`config.mk`:
```
export PLATFORM = sky130hd
export DESIGN_NAME = ove_ctrl
export DESIGN_NICKNAME = d
export VERILOG_FILES = /design/src/rtl/ove_pkg.sv /design/src/rtl/ove_ctrl.sv
export SDC_FILE = /design/constraint.sdc
export NUM_CORES = 1
export LEC_CHECK = 0
export ABC_CLOCK_PERIOD_IN_PS = 2420
export BUFFER_PORTS_ARGS = -buffer_cell sky130_fd_sc_hd__buf_2
export CELL_PAD_IN_SITES_DETAIL_PLACEMENT = 2
export CELL_PAD_IN_SITES_GLOBAL_PLACEMENT = 2
export CORE_AREA = 8 8 64 66
export CTS_CLUSTER_SIZE = 8
export DETAILED_ROUTE_END_ITERATION = 12
export DIE_AREA = 0 0 72 74
export PLACE_DENSITY = 0.78
export SYNTH_ARGS = -nofsm -noshare
export SYNTH_HDL_FRONTEND = slang
export SYNTH_SLANG_ARGS = --single-unit
```
`constraint.sdc`:
```
create_clock -name clk -period 2.42 [get_ports clk]
set_input_delay 0.242 -clock clk [delete_from_list [all_inputs] [get_ports clk]]
set_output_delay 0.242 -clock clk [all_outputs]
set_load 0.02 [all_outputs]
```
`src/rtl/ove_pkg.sv`:
```
// ----------------------------------------------------------------------------
// ove_pkg
// shared types, codes and constants of the oscillator envelope voice
// ----------------------------------------------------------------------------
package ove_pkg;

  localparam int LEN_W = 24;
  localparam logic [15:0] ONE_Q15 = 16'd32768;

  // item kinds
  localparam logic [1:0] KIND_TICK = 2'd0;
  localparam logic [1:0] KIND_ON   = 2'd1;
  localparam logic [1:0] KIND_OFF  = 2'd2;

  // register indexes
  localparam logic [2:0] REG_WAVE    = 3'd0;
  localparam logic [2:0] REG_STEP    = 3'd1;
  localparam logic [2:0] REG_FM      = 3'd2;
  localparam logic [2:0] REG_ATTACK  = 3'd3;
  localparam logic [2:0] REG_DECAY   = 3'd4;
  localparam logic [2:0] REG_SUSTAIN = 3'd5;
  localparam logic [2:0] REG_RELEASE = 3'd6;

  // waveform codes
  localparam logic [1:0] WAVE_SAW      = 2'd0;
  localparam logic [1:0] WAVE_TRIANGLE = 2'd1;
  localparam logic [1:0] WAVE_SQUARE   = 2'd2;
  localparam logic [1:0] WAVE_SINE     = 2'd3;

  localparam logic [3:0] HORNER_TOP = 4'd4;
  localparam logic [3:0] DIV_TOP    = 4'd14;

  typedef struct packed {
    logic [1:0]       wave_select;
    logic [31:0]      phase_step;
    logic [15:0]      fm_depth;
    logic [LEN_W-1:0] attack_len;
    logic [LEN_W-1:0] decay_len;
    logic [15:0]      sustain_level;
    logic [LEN_W-1:0] release_len;
  } cfg_t;

  typedef enum logic [4:0] {
    OP_NONE, OP_ACCEPT, OP_NOTE_ON, OP_NOTE_OFF, OP_FM, OP_PHASE, OP_SQR,
    OP_HORNER, OP_SIN1, OP_SIN2, OP_WAVE, OP_ATT_LD, OP_DEC_LD, OP_REL_LD,
    OP_DIV_STEP, OP_ATT_TAKE, OP_DEC_TAKE, OP_REL_TAKE, OP_ENV1, OP_ENV2,
    OP_MIX, OP_FINISH
  } op_t;

  typedef enum logic [4:0] {
    ST_IDLE, ST_FM, ST_PHASE, ST_SQR, ST_HORNER, ST_SIN1, ST_SIN2, ST_WAVE,
    ST_ATT_LD, ST_ATT_DIV, ST_ATT_TAKE, ST_DEC_LD, ST_DEC_DIV, ST_DEC_TAKE,
    ST_REL_LD, ST_REL_DIV, ST_REL_TAKE, ST_ENV1, ST_ENV2, ST_MIX, ST_FINISH
  } state_t;

  typedef struct packed {
    op_t        op;
    logic [2:0] idx;
  } cmd_t;

  typedef struct packed {
    logic out_free;
  } stat_t;

  // sine polynomial, signed q6.28
  function automatic logic signed [33:0] poly_coef(logic [2:0] i);
    logic signed [33:0] c;
    unique case (i)
      3'd0:    c = -34'sd843314854;
      3'd1:    c = 34'sd543882302;
      3'd2:    c = -34'sd140669883;
      3'd3:    c = 34'sd20182927;
      3'd4:    c = -34'sd1841518;
      default: c = 34'sd103599;
    endcase
    return c;
  endfunction

endpackage

```
`src/rtl/ove_ctrl.sv`:
```
// ----------------------------------------------------------------------------
// ove_ctrl
// sequencer that steps the datapath through one sample tick
// ----------------------------------------------------------------------------
module ove_ctrl (
  input  logic          clk,
  input  logic          rst,
  input  logic          in_valid,
  input  logic [1:0]    kind,
  output logic          in_ready,
  input  ove_pkg::stat_t stat,
  output ove_pkg::cmd_t  cmd
);
  import ove_pkg::*;

  state_t     state, state_next;
  logic [3:0] cnt, cnt_next;

  always_ff @(posedge clk) begin
    if (rst) begin
      state <= ST_IDLE;
      cnt   <= '0;
    end else begin
      state <= state_next;
      cnt   <= cnt_next;
    end
  end

  // next state
  always_comb begin
    state_next = state;
    cnt_next   = cnt;
    unique case (state)
      ST_IDLE: begin
        if (in_valid && kind == KIND_TICK) state_next = ST_FM;
      end
      ST_FM:    state_next = ST_PHASE;
      ST_PHASE: state_next = ST_SQR;
      ST_SQR: begin
        state_next = ST_HORNER;
        cnt_next   = HORNER_TOP;
      end
      ST_HORNER: begin
        if (cnt == '0) state_next = ST_SIN1;
        else cnt_next = cnt - 4'd1;
      end
      ST_SIN1: state_next = ST_SIN2;
      ST_SIN2: state_next = ST_WAVE;
      ST_WAVE: state_next = ST_ATT_LD;
      ST_ATT_LD: begin
        state_next = ST_ATT_DIV;
        cnt_next   = DIV_TOP;
      end
      ST_ATT_DIV: begin
        if (cnt == '0) state_next = ST_ATT_TAKE;
        else cnt_next = cnt - 4'd1;
      end
      ST_ATT_TAKE: state_next = ST_DEC_LD;
      ST_DEC_LD: begin
        state_next = ST_DEC_DIV;
        cnt_next   = DIV_TOP;
      end
      ST_DEC_DIV: begin
        if (cnt == '0) state_next = ST_DEC_TAKE;
        else cnt_next = cnt - 4'd1;
      end
      ST_DEC_TAKE: state_next = ST_REL_LD;
      ST_REL_LD: begin
        state_next = ST_REL_DIV;
        cnt_next   = DIV_TOP;
      end
      ST_REL_DIV: begin
        if (cnt == '0) state_next = ST_REL_TAKE;
        else cnt_next = cnt - 4'd1;
      end
      ST_REL_TAKE: state_next = ST_ENV1;
      ST_ENV1:     state_next = ST_ENV2;
      ST_ENV2:     state_next = ST_MIX;
      ST_MIX:      state_next = ST_FINISH;
      ST_FINISH: begin
        if (stat.out_free) state_next = ST_IDLE;
      end
      default: state_next = ST_IDLE;
    endcase
  end

  // outputs
  always_comb begin
    in_ready = 1'b0;
    cmd.op   = OP_NONE;
    cmd.idx  = cnt[2:0];
    unique case (state)
      ST_IDLE: begin
        in_ready = 1'b1;
        if (in_valid) begin
          priority case (kind)
            KIND_TICK: cmd.op = OP_ACCEPT;
            KIND_ON:   cmd.op = OP_NOTE_ON;
            KIND_OFF:  cmd.op = OP_NOTE_OFF;
            default:   cmd.op = OP_NONE;
          endcase
        end
      end
      ST_FM:       cmd.op = OP_FM;
      ST_PHASE:    cmd.op = OP_PHASE;
      ST_SQR:      cmd.op = OP_SQR;
      ST_HORNER:   cmd.op = OP_HORNER;
      ST_SIN1:     cmd.op = OP_SIN1;
      ST_SIN2:     cmd.op = OP_SIN2;
      ST_WAVE:     cmd.op = OP_WAVE;
      ST_ATT_LD:   cmd.op = OP_ATT_LD;
      ST_DEC_LD:   cmd.op = OP_DEC_LD;
      ST_REL_LD:   cmd.op = OP_REL_LD;
      ST_ATT_DIV,
      ST_DEC_DIV,
      ST_REL_DIV:  cmd.op = OP_DIV_STEP;
      ST_ATT_TAKE: cmd.op = OP_ATT_TAKE;
      ST_DEC_TAKE: cmd.op = OP_DEC_TAKE;
      ST_REL_TAKE: cmd.op = OP_REL_TAKE;
      ST_ENV1:     cmd.op = OP_ENV1;
      ST_ENV2:     cmd.op = OP_ENV2;
      ST_MIX:      cmd.op = OP_MIX;
      ST_FINISH:   cmd.op = stat.out_free ? OP_FINISH : OP_NONE;
      default:     cmd.op = OP_NONE;
    endcase
  end

endmodule

```
==> impl_metrics.prom <==
# TYPE chip_impl_metric gauge
chip_impl_metric{name="final_core_utilization",unit="%"} 32.07
chip_impl_metric{name="sequentialPowerShare",unit="%"} 28.5
chip_impl_metric{name="clk-insertion-delay-late",unit="ns"} 0.28
chip_impl_metric{name="vdd_drop_max",unit="V"} 0.0003453
chip_impl_metric{name="die_height",unit="um"} 74
chip_impl_info{name="synth_top_area_cell",value="sky130_fd_sc_hd__dfxtp_1"} 1
chip_impl_metric{name="final-seq-area",unit="um^2"} 180.2
chip_impl_metric{name="p_int",unit="uW"} 414.0
chip_impl_metric{name="critical_path_peak_fanout",unit=""} 16
chip_impl_metric{name="diodes_inserted",unit=""} 0
chip_impl_metric{name="num-fill-cells",unit=""} 381
chip_impl_info{name="slowest_stage",value="sky130_fd_sc_hd__dfxtp_1"} 1
chip_impl_metric{name="clockPowerShare",unit="%"} 15.1
chip_impl_metric{name="drt_pass_1_iters",unit=""} 4
chip_impl_metric{name="fp-row-count",unit=""} 21
chip_impl_metric{name="report.final.setup_viol",unit=""} 0
chip_impl_metric{name="p_sw",unit="uW"} 412.4
chip_impl_metric{name="timing.max_cap.violations",unit=""} 0
chip_impl_metric{name="die_x",unit="um"} 72
chip_impl_metric{name="post_cts.repair.setup_buffers",unit=""} 0
chip_impl_metric{name="timing.final.max_slew_violations",unit=""} 0
chip_impl_metric{name="design_power_total",unit="uW"} 826.4
chip_impl_metric{name="number_of_synthesized_flops_with_an_enable_pin",unit=""} 0
chip_impl_info{name="tritoncts",value="built"} 1
chip_impl_info{name="rsz_0062_raised_after_global_routing",value="no"} 1
chip_impl_metric{name="timing.critical_path.depth",unit=""} 6
chip_impl_metric{name="route.met3.wl",unit="um"} 129
chip_impl_metric{name="grt_start_max_net_pins",unit=""} 17
chip_impl_metric{name="multiInputGateArea",unit="um^2"} 628.1
chip_impl_metric{name="dieArea",unit="mm^2"} 0.005328
chip_impl_metric{name="grt_use_total",unit="%"} 12.84
chip_impl_metric{name="timing.critical_path.arrival",unit="ns"} 1.93
chip_impl_metric{name="netlist_instances",unit=""} 120
chip_impl_info{name="critical_path.cell_chain",value="inv_1, nor2_1, xnor2_1, o21ai_0, o311ai_0, buf_2"} 1
chip_impl_metric{name="maxClockFrequency",unit="GHz"} 0.4597
chip_impl_metric{name="crit_path_largest_cell_delay",unit="ns"} 0.67
chip_impl_info{name="crit_path_end_kind",value="output port"} 1
chip_impl_info{name="dr.max_layer_used",value="met4"} 1
chip_impl_metric{name="drt-wirelength-per-cell",unit="um"} 18.04
chip_impl_metric{name="met1_length",unit="mm"} 1.440
chip_impl_metric{name="detailed_route_wl",unit="mm"} 3.157
chip_impl_metric{name="place.port_buffers",unit=""} 14
chip_impl_metric{name="worst_ep_required_time",unit="ns"} 2.18
chip_impl_metric{name="dp_hpwl",unit="mm"} 2.383
chip_impl_metric{name="route.detailed.vias_per_inst",unit=""} 5.331
chip_impl_metric{name="finalHoldViolCount",unit=""} 0
chip_impl_metric{name="critPathBufInv",unit=""} 2
chip_impl_metric{name="ff2ff_path_depth",unit=""} 5
chip_impl_metric{name="htree_levels",unit=""} 1
chip_impl_metric{name="finalSetupTns",unit="ns"} 0
chip_impl_metric{name="vias_in_the_first_global_route",unit=""} 987
chip_impl_metric{name="worst-slew-pin-transition",unit="ns"} 0.5885
chip_impl_metric{name="antenna_found_initial",unit=""} 0
chip_impl_info{name="dominantRegCellSynth",value="sky130_fd_sc_hd__dfxtp_1"} 1
chip_impl_metric{name="yosys_register_bits",unit=""} 9
chip_impl_metric{name="postPlaceCellArea",unit="um^2"} 992.2
chip_impl_metric{name="initial_utilization",unit="%"} 28.65
chip_impl_metric{name="final_cell_area_excluding_filler_cells",unit="mm^2"} 0.001020
chip_impl_metric{name="routed-via-count",unit=""} 933
chip_impl_metric{name="reg2reg_setup_slack",unit="ns"} 0.28
chip_impl_metric{name="period_share",unit="%"} 89.89
chip_impl_metric{name="fin_worst_skew",unit="ns"} 0.009597
chip_impl_metric{name="grt_first_pass_wirelength",unit="mm"} 5.319
chip_impl_info{name="synth.area.top_cells",value="sky130_fd_sc_hd__dfxtp_1, sky130_fd_sc_hd__a21oi_1, sky130_fd_sc_hd__ha_1, sky130_fd_sc_hd__o21ai_0, sky130_fd_sc_hd__nor2_1"} 1
chip_impl_metric{name="cts-hold-fix-buffers",unit=""} 0
chip_impl_info{name="cts.root.buffer_cell",value="sky130_fd_sc_hd__clkbuf_4"} 1
chip_impl_info{name="worst_setup_path_endpoint",value="cmd[4]"} 1
chip_impl_metric{name="finalCriticalPeriod",unit="ns"} 2.175
chip_impl_metric{name="cts_sinks",unit=""} 9
chip_impl_metric{name="cts_max_path_buffers",unit=""} 2
chip_impl_info{name="outcome",value="completed"} 1
chip_impl_info{name="worst_r2r_endpoint",value="cnt[3]"} 1
chip_impl_metric{name="core_region_area",unit="mm^2"} 0.003179
chip_impl_metric{name="static-leakage-power",unit="nW"} 0.3915
chip_impl_metric{name="synth_largest_type_area_fraction",unit="%"} 19.78
chip_impl_metric{name="drt-initial-drc-count",unit=""} 23
chip_impl_metric{name="synth-async-reset-ratio",unit="%"} 0
chip_impl_metric{name="met2RoutedLength",unit="mm"} 1.545
chip_impl_metric{name="synth-seq-area-share",unit="%"} 19.78
chip_impl_metric{name="weighted_congestion_reported_at_the_end_of_routability_driven_placement",unit=""} 0.8615
chip_impl_info{name="path_class",value="reg -> out"} 1
chip_impl_metric{name="resized_cells_post_cts",unit=""} 0
chip_impl_metric{name="slew_headroom",unit="%"} 60.71
chip_impl_metric{name="synthesis.area",unit="um^2"} 910.9
chip_impl_metric{name="ys_warn_count",unit=""} 0
chip_impl_info{name="worst_r2r_startpoint",value="state[1]"} 1
chip_impl_metric{name="layout-drive-gt1-share",unit="%"} 21.71
chip_impl_info{name="critical_path.startpoint",value="state[3]"} 1
chip_impl_info{name="critical_path.top_delay_family",value="flip-flops"} 1
chip_impl_metric{name="antenna_violating_nets_post_route",unit=""} 0
chip_impl_metric{name="cts_made_buffers",unit=""} 3
chip_impl_metric{name="grt_overflow",unit=""} 0
chip_impl_metric{name="power_density",unit="mW/mm^2"} 810.4
chip_impl_metric{name="nNetsFinal",unit=""} 139
chip_impl_metric{name="combPwrFrac",unit="%"} 56.4
chip_impl_metric{name="synth_area_per_cell",unit="um^2"} 7.591
chip_impl_metric{name="synth_to_final_area_change",unit="%"} 11.95
chip_impl_metric{name="worst_setup_hold_path_clk_slew",unit="ns"} 0.06
chip_impl_info{name="hp-class",value="in -> reg"} 1
chip_impl_metric{name="synth.net_count",unit=""} 129
chip_impl_metric{name="net_sw_share",unit="%"} 49.90
chip_impl_info{name="cp-start-kind",value="flop"} 1
chip_impl_metric{name="drc",unit=""} 0
chip_impl_metric{name="top_level_ports",unit=""} 15
chip_impl_metric{name="synth_cell_types",unit=""} 46
## worst reg2reg max path, stage by stage, from the launching register on
cell and delay, ns:
sky130_fd_sc_hd__dfxtp_1 0.69, sky130_fd_sc_hd__nand2b_1 0.35, sky130_fd_sc_hd__nand3_1 0.15, sky130_fd_sc_hd__a311oi_2 0.51, sky130_fd_sc_hd__mux2i_1 0.24, sky130_fd_sc_hd__o22ai_1 0.10
## power groups by stage
| stage | combinational [mW] | clock, mW | sequential [mW] |
|---|---|---|---|
| after floorplan | 0.401 | 0 | 0.185 |
| after global placement | 0.451 | 0 | 0.235 |
| after detailed placement | 0.467 | 0 | 0.238 |
| after CTS | 0.473 | 0.129 | 0.236 |
| after global routing | 0.516 | 0.136 | 0.242 |
| final | 0.466 | 0.125 | 0.235 |
## stage by stage
step	cells	worst slack, ns	hold slack [ns]
floorplan	120	0.4510	0.4510
global placement	171	0.4652	0.5040
detailed placement	171	0.3658	0.4968
CTS	175	0.2406	0.2703
global route	175	0.05553	0.2971
finish	175	0.2447	0.2742
## per-layer routing
metal	vias to the layer above	GRT usage (%)
met5	-	0
met4	0	6.803
met3	4	2.561
met2	18	21.76
met1	452	15.00
li1	459	-
## cell usage in the layout, fill, tap and decap left out, drive strengths merged, types with 2 or more instances in the layout
cell type,count
buf,17
o21ai,10
nor2,9
a21oi,9
dfxtp,9
inv,9
nand2,7
nand3,5
o22ai,4
nand2b,4
or4,4
a31oi,3
ha,3
clkbuf,3
xnor2,3
nor3,2
o311ai,2
maj3,2
or3,2
nor3b,2
## state kept, by name, indices dropped and copies added, names as in the netlist
register	flops
state	5
cnt	4
## worst min path at each step
stage	depth (start not counted)	end	slack, ns	from
6_report	2	state[3]	0.27	rst
5_1_grt	2	state[0]	0.30	rst
4_1_cts	2	state[0]	0.27	rst
3_5_place_dp	1	cnt[0]	0.50	cnt[0]
3_3_place_gp	1	cnt[0]	0.50	cnt[0]
2_1_floorplan	1	cnt[0]	0.45	cnt[0]
## cell families (layout without fill, tap and decap cells)
family,Yosys count,after routing,share of synthesized area (%)
and+or+nand+nor,41,41,24.86
AOI/OAI and AO/OA,40,40,32.97
buffers and inverters,21,30,11.26
DFF,9,9,19.78
adders and majority gates,5,5,6.319
xor gates and xnor gates,3,3,3.710
muxes,1,1,1.099
## Yosys cell counts (2+ instances only)
cell type	count
sky130_fd_sc_hd__a21oi_1	9
sky130_fd_sc_hd__dfxtp_1	9
sky130_fd_sc_hd__nor2_1	9
sky130_fd_sc_hd__inv_1	8
sky130_fd_sc_hd__nand2_1	7
sky130_fd_sc_hd__o21ai_0	7
sky130_fd_sc_hd__nand3_1	5
sky130_fd_sc_hd__buf_4	4
sky130_fd_sc_hd__clkbuf_1	4
sky130_fd_sc_hd__nand2b_1	4
sky130_fd_sc_hd__o22ai_1	4
sky130_fd_sc_hd__or4_1	4
sky130_fd_sc_hd__a31oi_1	3
sky130_fd_sc_hd__ha_1	3
sky130_fd_sc_hd__o21ai_1	3
sky130_fd_sc_hd__buf_1	2
sky130_fd_sc_hd__maj3_1	2
sky130_fd_sc_hd__nor3_1	2
sky130_fd_sc_hd__o311ai_0	2
sky130_fd_sc_hd__or3_1	2
sky130_fd_sc_hd__xnor2_1	2
## final cells by class
type	count	share of cell area, %
well taps	46	5.644
clock buffers	3	2.209
repair buffers	17	9.080
clock inverters	1	0.4908
multi-input cells	90	61.59
flip-flops and latches	9	17.67
inverters	9	3.313
(Power assumes the default switching activity.)
